`config.mk`:
```
export PLATFORM = sky130hd
export DESIGN_NAME = register_write_burst_coalescer_unit
export DESIGN_NICKNAME = d
export VERILOG_FILES = /design/src/hw/rtl/rwbc_pkg.sv /design/src/hw/rtl/rwbc_core.sv /design/src/hw/rtl/rwbc_out_fifo.sv /design/src/hw/rtl/register_write_burst_coalescer_unit.sv
export SDC_FILE = /design/constraint.sdc
export NUM_CORES = 1
export LEC_CHECK = 0
export ABC_AREA = 1
export ABC_CLOCK_PERIOD_IN_PS = 3600
export BUFFER_PORTS_ARGS = -buffer_cell sky130_fd_sc_hd__buf_2
export CAP_MARGIN = 15
export CORE_MARGIN = 3
export CORE_UTILIZATION = 60
export DETAILED_ROUTE_END_ITERATION = 10
export PLACE_DENSITY = 0.87
export SLEW_MARGIN = 20
export SYNTH_ARGS = -nofsm -noshare
export SYNTH_HDL_FRONTEND = slang
export SYNTH_SLANG_ARGS = --single-unit
export TNS_END_PERCENT = 30
```
`constraint.sdc`:
```
create_clock -name aclk -period 3.6 [get_ports aclk]
set_input_delay 1.08 -clock aclk [delete_from_list [all_inputs] [get_ports aclk]]
set_output_delay 1.08 -clock aclk [all_outputs]
set_load 0.01 [all_outputs]
```
`src/hw/rtl/rwbc_pkg.sv`:
```
// Shared constants and types for the register write burst coalescer.
`timescale 1ns / 1ps
package rwbc_pkg;

    localparam int ADDR_WIDTH_DEF = 16;
    localparam int BYTE_WIDTH     = 8;
    localparam int TUSER_WIDTH    = 3;
    localparam int FIFO_DEPTH     = 4;

    // tuser bit positions on the result side
    localparam int TUSER_IS_BURST  = 0;
    localparam int TUSER_RUN_START = 1;
    localparam int TUSER_RUN_END   = 2;

    // Results produced by the core for one pair
    typedef struct packed {
        logic push_first;
        logic push_second;
    } push_t;

endpackage

```
`src/hw/rtl/rwbc_core.sv`:
```
// Hold-back state and result formation for one pair per cycle.
`timescale 1ns / 1ps
module rwbc_core #(
    parameter int ADDR_WIDTH = rwbc_pkg::ADDR_WIDTH_DEF,
    parameter int TDATA_W    = 40,
    parameter int ENT_W      = 44
) (
    input  logic                  aclk,
    input  logic                  aresetn,
    input  logic                  item_valid,
    input  logic                  item_take,
    input  logic [ADDR_WIDTH-1:0] item_addr,
    input  logic [7:0]            item_byte,
    input  logic                  item_last,
    output rwbc_pkg::push_t       push,
    output logic [ENT_W-1:0]      first_entry,
    output logic [ENT_W-1:0]      second_entry
);
    import rwbc_pkg::*;

    logic                  held_valid_reg, held_valid_next;
    logic [ADDR_WIDTH-1:0] held_addr_reg, held_addr_next;
    logic [7:0]            held_byte_reg, held_byte_next;
    logic                  in_run_reg, in_run_next;
    logic [ADDR_WIDTH-1:0] burst_base_reg, burst_base_next;

    logic                  joins;
    logic                  run_a;
    logic [ADDR_WIDTH-1:0] base_a;
    logic [ENT_W-1:0]      entry_a, entry_b;

    function automatic logic [ENT_W-1:0] pack_entry(
        input logic [ADDR_WIDTH-1:0] addr,
        input logic [7:0]            data,
        input logic                  burst,
        input logic [ADDR_WIDTH-1:0] base,
        input logic                  start,
        input logic                  stop,
        input logic                  done
    );
        logic [ENT_W-1:0] e;
        e = '0;
        e[ADDR_WIDTH-1:0]                    = addr;
        e[ADDR_WIDTH+7:ADDR_WIDTH]           = data;
        e[2*ADDR_WIDTH+7:ADDR_WIDTH+8]       = base;
        e[TDATA_W+TUSER_IS_BURST]            = burst;
        e[TDATA_W+TUSER_RUN_START]           = start;
        e[TDATA_W+TUSER_RUN_END]             = stop;
        e[TDATA_W+TUSER_WIDTH]               = done;
        return e;
    endfunction

    always_comb begin
        joins = held_valid_reg && (held_addr_reg != {ADDR_WIDTH{1'b1}}) &&
                (item_addr == ADDR_WIDTH'(held_addr_reg + 1'b1));
        run_a  = joins;
        base_a = (joins && !in_run_reg) ? held_addr_reg : burst_base_reg;

        entry_a = pack_entry(held_addr_reg, held_byte_reg, joins || in_run_reg,
                             (joins || in_run_reg) ? base_a : held_addr_reg,
                             joins && !in_run_reg, !joins && in_run_reg, 1'b0);
        entry_b = pack_entry(item_addr, item_byte, run_a,
                             run_a ? base_a : item_addr, 1'b0, run_a, 1'b1);

        push.push_first  = item_valid && (held_valid_reg || item_last);
        push.push_second = item_valid && held_valid_reg && item_last;
        first_entry      = held_valid_reg ? entry_a : entry_b;
        second_entry     = entry_b;

        held_valid_next = held_valid_reg;
        held_addr_next  = held_addr_reg;
        held_byte_next  = held_byte_reg;
        in_run_next     = in_run_reg;
        burst_base_next = burst_base_reg;
        if (item_take) begin
            if (item_last) begin
                // flush: back to the idle state for the next list
                held_valid_next = 1'b0;
                held_addr_next  = '0;
                held_byte_next  = '0;
                in_run_next     = 1'b0;
                burst_base_next = '0;
            end else begin
                held_valid_next = 1'b1;
                held_addr_next  = item_addr;
                held_byte_next  = item_byte;
                in_run_next     = run_a;
                burst_base_next = base_a;
            end
        end
    end

    always_ff @(posedge aclk) begin
        if (!aresetn) begin
            held_valid_reg <= 1'b0;
            held_addr_reg  <= '0;
            held_byte_reg  <= '0;
            in_run_reg     <= 1'b0;
            burst_base_reg <= '0;
        end else begin
            held_valid_reg <= held_valid_next;
            held_addr_reg  <= held_addr_next;
            held_byte_reg  <= held_byte_next;
            in_run_reg     <= in_run_next;
            burst_base_reg <= burst_base_next;
        end
    end

    a_run_needs_held: assert property (@(posedge aclk) disable iff (!aresetn)
        in_run_reg |-> held_valid_reg)
        else $error("run open without a held pair");

    a_last_clears: assert property (@(posedge aclk) disable iff (!aresetn)
        (item_take && item_last) |=> (!held_valid_reg && !in_run_reg))
        else $error("final pair did not flush the held state");

    a_start_end_excl: assert property (@(posedge aclk) disable iff (!aresetn)
        push.push_first |-> !(first_entry[TDATA_W+TUSER_RUN_START] &&
                              first_entry[TDATA_W+TUSER_RUN_END]))
        else $error("burst start and end on the same beat");

endmodule

```
`src/hw/rtl/rwbc_out_fifo.sv`:
```
// Small result queue: takes up to two entries per cycle, drains one while out_ready is high.
`timescale 1ns / 1ps
module rwbc_out_fifo #(
    parameter int ENT_W = 44
) (
    input  logic              aclk,
    input  logic              aresetn,
    input  rwbc_pkg::push_t   push,
    input  logic [ENT_W-1:0]  first_entry,
    input  logic [ENT_W-1:0]  second_entry,
    output logic              room_two,
    output logic              out_valid,
    input  logic              out_ready,
    output logic [ENT_W-1:0]  out_entry
);
    import rwbc_pkg::*;

    localparam int PTR_W = $clog2(FIFO_DEPTH);
    localparam int CNT_W = $clog2(FIFO_DEPTH + 1);

    logic [ENT_W-1:0] slot_reg [FIFO_DEPTH];
    logic [PTR_W-1:0] wr_ptr_reg, wr_ptr_next;
    logic [PTR_W-1:0] rd_ptr_reg, rd_ptr_next;
    logic [CNT_W-1:0] count_reg, count_next;
    logic             pop;
    logic [1:0]       push_n;

    always_comb begin
        pop       = out_valid && out_ready;
        push_n    = {1'b0, push.push_first} + {1'b0, push.push_second};
        room_two  = count_reg <= CNT_W'(FIFO_DEPTH - 2);
        out_valid = count_reg != '0;
        out_entry = slot_reg[rd_ptr_reg];

        wr_ptr_next = wr_ptr_reg + PTR_W'(push_n);
        rd_ptr_next = rd_ptr_reg + PTR_W'(pop);
        count_next  = count_reg + CNT_W'(push_n) - CNT_W'(pop);
    end

    always_ff @(posedge aclk) begin
        if (!aresetn) begin
            wr_ptr_reg <= '0;
            rd_ptr_reg <= '0;
            count_reg  <= '0;
        end else begin
            wr_ptr_reg <= wr_ptr_next;
            rd_ptr_reg <= rd_ptr_next;
            count_reg  <= count_next;
        end
    end

    always_ff @(posedge aclk) begin
        if (push.push_first) begin
            slot_reg[wr_ptr_reg] <= first_entry;
        end
        if (push.push_second) begin
            slot_reg[wr_ptr_reg + PTR_W'(1)] <= second_entry;
        end
    end

    a_no_overflow: assert property (@(posedge aclk) disable iff (!aresetn)
        count_reg <= CNT_W'(FIFO_DEPTH))
        else $error("result queue overflow");

    a_push_has_room: assert property (@(posedge aclk) disable iff (!aresetn)
        push.push_second |-> push.push_first)
        else $error("second result pushed without a first");

    a_ptr_gap: assert property (@(posedge aclk) disable iff (!aresetn)
        (count_reg != CNT_W'(FIFO_DEPTH)) |->
        (PTR_W'(wr_ptr_reg - rd_ptr_reg) == PTR_W'(count_reg)))
        else $error("queue pointers disagree with fill count");

endmodule

```
`src/hw/rtl/register_write_burst_coalescer_unit.sv`:
```
// Top level of the register write burst coalescer.
// Results: a pair's result is queued when the next pair (or its own final mark) is taken;
// the final pair adds its own flushed result in the same queue push.
// Throughput: one pair per cycle while the queue has room for two; a list's first pair
// yields none and a later final pair two, so results also average one beat per cycle.
// Reset: aresetn synchronous active low empties the input register, the held pair and
// the four-entry result queue.
`timescale 1ns / 1ps
module register_write_burst_coalescer_unit #(
    parameter int ADDR_WIDTH = rwbc_pkg::ADDR_WIDTH_DEF
) (
    input  logic                                  aclk,
    input  logic                                  aresetn,
    input  logic                                  s_tvalid,
    output logic                                  s_tready,
    // reg_addr, data_byte, zero pad
    input  logic [((ADDR_WIDTH+15)/8)*8-1:0]      s_tdata,
    input  logic                                  s_tlast,
    output logic                                  m_tvalid,
    input  logic                                  m_tready,
    // out_addr, out_byte, run_base, zero pad
    output logic [((2*ADDR_WIDTH+15)/8)*8-1:0]    m_tdata,
    // is_burst, run_start, run_end
    output logic [rwbc_pkg::TUSER_WIDTH-1:0]      m_tuser,
    output logic                                  m_tlast
);
    import rwbc_pkg::*;

    localparam int TDATA_W = ((2*ADDR_WIDTH+15)/8)*8;
    localparam int ENT_W   = TDATA_W + TUSER_WIDTH + 1;

    logic                  in_valid_reg;
    logic [ADDR_WIDTH-1:0] in_addr_reg;
    logic [7:0]            in_byte_reg;
    logic                  in_last_reg;
    logic                  room_two;
    logic                  take;
    push_t                 push;
    logic [ENT_W-1:0]      first_entry, second_entry, out_entry;

    // advance the held beat only when the queue can absorb both results
    assign take     = in_valid_reg && room_two;
    assign s_tready = !in_valid_reg || take;

    always_ff @(posedge aclk) begin
        if (!aresetn) begin
            in_valid_reg <= 1'b0;
        end else if (s_tready) begin
            in_valid_reg <= s_tvalid;
        end
    end

    always_ff @(posedge aclk) begin
        if (s_tready && s_tvalid) begin
            in_addr_reg <= s_tdata[ADDR_WIDTH-1:0];
            in_byte_reg <= s_tdata[ADDR_WIDTH+7:ADDR_WIDTH];
            in_last_reg <= s_tlast;
        end
    end

    rwbc_core #(
        .ADDR_WIDTH (ADDR_WIDTH),
        .TDATA_W    (TDATA_W),
        .ENT_W      (ENT_W)
    ) u_core (
        .aclk         (aclk),
        .aresetn      (aresetn),
        .item_valid   (take),
        .item_take    (take),
        .item_addr    (in_addr_reg),
        .item_byte    (in_byte_reg),
        .item_last    (in_last_reg),
        .push         (push),
        .first_entry  (first_entry),
        .second_entry (second_entry)
    );

    rwbc_out_fifo #(
        .ENT_W (ENT_W)
    ) u_out_fifo (
        .aclk         (aclk),
        .aresetn      (aresetn),
        .push         (push),
        .first_entry  (first_entry),
        .second_entry (second_entry),
        .room_two     (room_two),
        .out_valid    (m_tvalid),
        .out_ready    (m_tready),
        .out_entry    (out_entry)
    );

    assign m_tdata = out_entry[TDATA_W-1:0];
    assign m_tuser = out_entry[TDATA_W+TUSER_WIDTH-1:TDATA_W];
    assign m_tlast = out_entry[TDATA_W+TUSER_WIDTH];

    a_take_needs_beat: assert property (@(posedge aclk) disable iff (!aresetn)
        take |-> in_valid_reg)
        else $error("core advanced without a held input beat");

    a_accept_fills: assert property (@(posedge aclk) disable iff (!aresetn)
        (s_tvalid && s_tready) |=> in_valid_reg)
        else $error("accepted beat lost from the input register");

    a_stall_holds: assert property (@(posedge aclk) disable iff (!aresetn)
        (in_valid_reg && !take) |=> (in_valid_reg && $stable(in_addr_reg)))
        else $error("stalled input register changed");

endmodule

```
; Word-level counts from Yosys, hierarchy flattened
; Memory sizes are Yosys's and may differ from the RTL's. A register that Yosys moved wholly into a read port is not among the register bits.
; Cells that the tools add are included.
; W data, S select, Z words.
[classes]
reduce_logical = 17
n_addsub = 7
eq_ne = 2
order_cmp = 1
muxes = 14
[ops]
columns = operator, n
row1 = $mux W16, 5
row2 = $mux W44, 1
row3 = $add A16 B1 Y16 const B, 1
row4 = $eq A16 B16 Y1, 1
row5 = $ne A16 B16 Y1 const B, 1
row6 = $logic_and A1 B1 Y1, 10
row7 = $mux W8, 1
row8 = $mux W1, 6
row9 = $add A3 B2 Y3, 1
row10 = $le A3 B2 Y1 const B, 1
row11 = $logic_not A1 Y1, 3
row12 = $logic_or A1 B1 Y1, 3
row13 = $reduce_bool A3 Y1, 1
row14 = $sub A3 B1 Y3, 1
row15 = $add A1 B1 Y2, 1
row16 = $add A2 B1 Y2, 1
row17 = $add A2 B1 Y2 const B, 1
row18 = $add A2 B2 Y2, 1
row19 = $mux W2, 1
[word_totals]
wordCells = 54
out_inout_bits = 46
regBits = 75
mem_count = 1
in_bits = 29
ramBits = 176
[memory_table]
columns = memory, words, word_bits, rd, rd_ports_with_merged_regs, wr, line
row1 = u_out_fifo.slot_reg, 4, 44, 1, 1, 2, rwbc_out_fifo.sv:21  ; logic [ENT_W-1:0] slot_reg [FIFO_DEPTH];

; Depth between registers and ports, before layout
[logic_depth]
word_depth = 7
ltp_mapped = 17
ltp_nobuf = 16

; Hierarchy
; Synthesis repeated with hierarchy kept, for this count alone.
[hier_totals]
cells_unflattened = 1624
hier_area_um2 = 13482.9
[modules_own_cells]
columns = module, seq_area_each_um2, area_each_um2, n_inst, cells_per_inst
row1 = rwbc_out_fifo, 5425.2, 9246.4, 1, 1006
row2 = rwbc_core, 840.8, 3427.0, 1, 584
row3 = register_write_burst_coalescer_unit, 770.7, 809.5, 1, 34

; Worst setup path before layout
; OpenSTA, ideal clock, no wires.
[synth_path]
path_kind = register -> register
start = register u_out_fifo.count_reg[1]
end = memory u_out_fifo.slot_reg[3][0] (enable)
synth_period_minus_slack_ns = 2.791
setup_ns = 0.401
t_required_ns = 3.199
t_arrival_ns = 2.391
n_path_buf = 0
slack_ns = 0.809
path_stages_with_launch = 10
path_cell_list = dfxtp_1 -> nand2_1 -> inv_1 -> nor3b_1 -> inv_2 -> nor2_2 -> nor2_1 -> nor2_1 -> inv_2 -> nand2_1
[synth_rtl]
columns = element, line
row1 = "start, declared", rwbc_out_fifo.sv:24  ; logic [CNT_W-1:0] count_reg, count_next;
row2 = "start signal, assigned", rwbc_out_fifo.sv:48  ; count_reg <= count_next;
row3 = "end, declared", rwbc_out_fifo.sv:21

==> summary.txt <==
Worst setup path
  • Reg2reg start: u_out_fifo.count_reg[1]
  • Worst R2R Setup Slack: 0.60 ns
  • Slowest-stage cell, CP: buf_4
  • CP Launch Point: u_out_fifo.rd_ptr_reg[1]
  • Crit path kind: flip-flop to primary output
  • Reg2reg end: u_out_fifo.slot_reg[1][6]
  • Startpoint Class: flip-flop
  • Worst Path Buf+Inv: 3
  • Critical path's top delay family: buffers and inverters
  • Critical path fanouts, max: 37
  • Setup crit end: m_tdata[38]
  • Worst path max stage delay: 0.49 ns
  • Worst Setup End Kind: primary output
  • Worst Reg2Reg Path Length in Cells: 10
  • Crit-path cells: inv_1 > buf_4 > o21ai_0 > o22ai_1 > buf_2
  • CP Depth: 5
  • CP required: 2.52 ns
  • Critical path arrival: 2.31 ns

Final layout
  • Most common cell after layout, fill and taps aside: nand2_1
  • ANT cells: 0
  • Most frequent cells in the layout: nand2_1, edfxtp_1, nor2_1
  • Number of flip-flops under the largest register name: 176
  • Nets: 1705
  • Area occupied by multi-input gates: 5450 sq um
  • Storage cell area: 6960 sq um
  • Layout cells sized above 1: 12.8%
  • Synth-to-Final Area Change: 12.4%
  • FILL cells: 1583
  • Final core utilization: 69.4%

Placed design
  • Buffers on Ports: 74
  • Post-detail-place hpwl: 26200 um
  • Gp weighted congestion: 0.987

Run status
  • Outcome: complete, no violations

Global routing
  • Vias in the first global route: 11900
  • First-pass GRT wire length: 63600 um
  • Largest net degree at the start of global routing: 46
  • Initial antenna violation count: 0
  • Grt total ovfl: 0
  • Total GRT Usage: 33.5%

Clock tree
  • CTS tree: done
  • H-tree levels: 1
  • Clock insertion delay at the later pin of the skew report: 0.55 ns
  • CTS buffer count: 26
  • Clock root buffer: clkbuf_16
  • Clock Path Buffers: 3
  • Clock slew at reported path FFs: 0.06 ns
  • Number of hold buffers added after CTS: 0
  • Sink Count: 251
  • # Post-CTS Setup Buffers: 0
  • CTS resizes: 0

Drt
  • Total wire length: 40600 um
  • TritonRoute pass-1 iters: 6
  • Final ANT Viol Nets: 0
  • DR vias/cell: 6.29
  • DRT iter0 DRCs: 1703
  • DRC: 0
  • Average routed wire per standard cell: 20.7 um
  • Vias: 12400

Timing
  • Max Fclk: 0.295 GHz
  • Worst-margin pin slew: 0.615 ns
  • TNS Setup: 0 ns
  • Final Hold Fails: 0
  • RSZ-0062 raised after global routing: false
  • Clock Skew: 0.0158 ns
  • Max Slew Vio Count: 0
  • Final period util: 94.2%
  • Final setup viols: 0
  • Rel. slew slack: 58.9%
  • Tmin final: 3.39 ns

Logic synthesis
  • Main synth FF type: edfxtp_1
  • Sequential fraction of the synthesis area: 52.9%
  • Post-synth top area cell: edfxtp_1
  • Synth area leaders: edfxtp_1, nand2_1, dfxtp_1, o21ai_0, nor2_1
  • Share of the synthesized area in the top cell type: 44.1%
  • Yosys warns: 0
  • Number of synthesized flops with an enable pin: 193
  • Seq cells post-synth: 251
  • Ys async rst share: 0%
  • Avg Cell Area, Syn: 8.10 sq um
  • Mapped Cells: 1622
  • Post-synthesis cell type count: 36
  • Syn Nets: 1659
  • Syn Std Cell Area: 13100 sq um

Flow run
  • MaxCap Viol Count: 0

Pwr
  • PD cells: 595 nW/um^2
  • Peak VDD IR: 0.000371 V
  • Leakage: 5.91 nW

Die
  • Starting Density: 61.7%
  • Chip width: 154 um
  • Die H: 154 um
  • Core ar.: 21300 sq um
  • Ports: 75
  • FP Rows: 53
  • Die ar.: 23700 sq um

Hold path
  • Hold/Removal Path Class: flip-flop to flip-flop
==> metal layers <==
| metal | vias up | GRT usage [%] | routed length, um | share of wire (%) |
|---|---|---|---|---|
| met1 | 5690 | 43.0 | 14500 | 36 |
| met5 | - | 0 | 0 | 0 |
| li1 | 5538 | - | - | - |
| met4 | 0 | 15.6 | 1990 | 4.9 |
| met2 | 942 | 54.8 | 18900 | 46 |
| met3 | 182 | 6.81 | 5200 | 13 |
==> worst register-to-register path, stage by stage (launching register included) <==
cell and delay [ns]:
dfxtp_1 0.33, nand2_1 0.07, inv_1 0.05, nor3b_1 0.29, inv_2 0.20, nor2_2 0.26, nand2_1 0.13, inv_1 0.14
nand2_1 0.39, nand2_2 0.48, buf_12 0.32
==> power breakdown <==
group          internal, mW  leakage (nW)  switching [mW]
Combinational         0.699          3.27            1.59
Sequential             3.34          2.18           0.184
Clock                  1.79         0.456            1.18
==> synthesized netlist by cell type (4+ instances only) <==
cell type  count
edfxtp_1     193
xnor2_1        5
inv_1         80
a21oi_1       77
nand3_1       98
nand2_1      555
nor2_4         4
nor2_1       154
nand3_2       26
buf_2         13
o21ai_0      142
clkinv_1       5
inv_2          8
ha_1           7
nor2_2         5
dfxtp_1       58
o22ai_1       76
o21ai_1        6
clkbuf_1      78
nand4_1        6
xor2_1         4
==> stage by stage <==
stage / instances / hold slack [ns] / total power, mW / worst slack, ns / area [sq um]
floorplan: 1622 / 0.442 / 4.90 / 0.809 / 13100
global placement: 1915 / 0.449 / 5.73 / 0.780 / 13800
detailed placement: 1915 / 0.454 / 5.80 / 0.745 / 13800
CTS: 1963 / 0.464 / 8.72 / 0.327 / 14800
global route: 1963 / 0.486 / 9.09 / 0.198 / 14800
finish: 1963 / 0.463 / 8.78 / 0.208 / 14800
==> cells by family (layout without fill, tap and decap cells) <==
kind of cell             count (synthesis)  in the layout  synth area share, %
AO/OA/AOI/OAI                          306            306                 12.5
XOR/XNOR                                 9              9                0.600
adder cells (fa/ha/maj)                  8              8                0.819
buffers and inverters                  191            257                 5.75
flip-flops                             251            251                 52.9
AND/OR/NAND/NOR                        857            857                 27.4
==> cell type report <==
| class | count | area share, % |
|---|---|---|
| clock inverters | 20 | 1.81 |
| well taps | 275 | 2.33 |
| clock buffers | 28 | 4.59 |
| repair buffers | 116 | 4.90 |
| multi-input cells | 1180 | 36.9 |
| inverters | 93 | 2.36 |
| flip-flops and latches | 251 | 47.1 |
==> how the worst min path moves through the flow <==
| stage | from | end | slack (ns) | cells past startpoint |
|---|---|---|---|---|
| finish | u_core.held_byte_reg[4] | u_core.held_byte_reg[4] | 0.46 | 2 |
| global route | u_core.held_byte_reg[3] | u_core.held_byte_reg[3] | 0.49 | 2 |
| CTS | u_core.held_byte_reg[4] | u_core.held_byte_reg[4] | 0.46 | 2 |
| detailed placement | u_core.held_byte_reg[4] | u_core.held_byte_reg[4] | 0.45 | 2 |
| global placement | u_core.held_byte_reg[6] | u_core.held_byte_reg[6] | 0.45 | 2 |
| floorplan | u_core.held_byte_reg[0] | u_core.held_byte_reg[0] | 0.44 | 2 |
(Power assumes the default switching activity.)
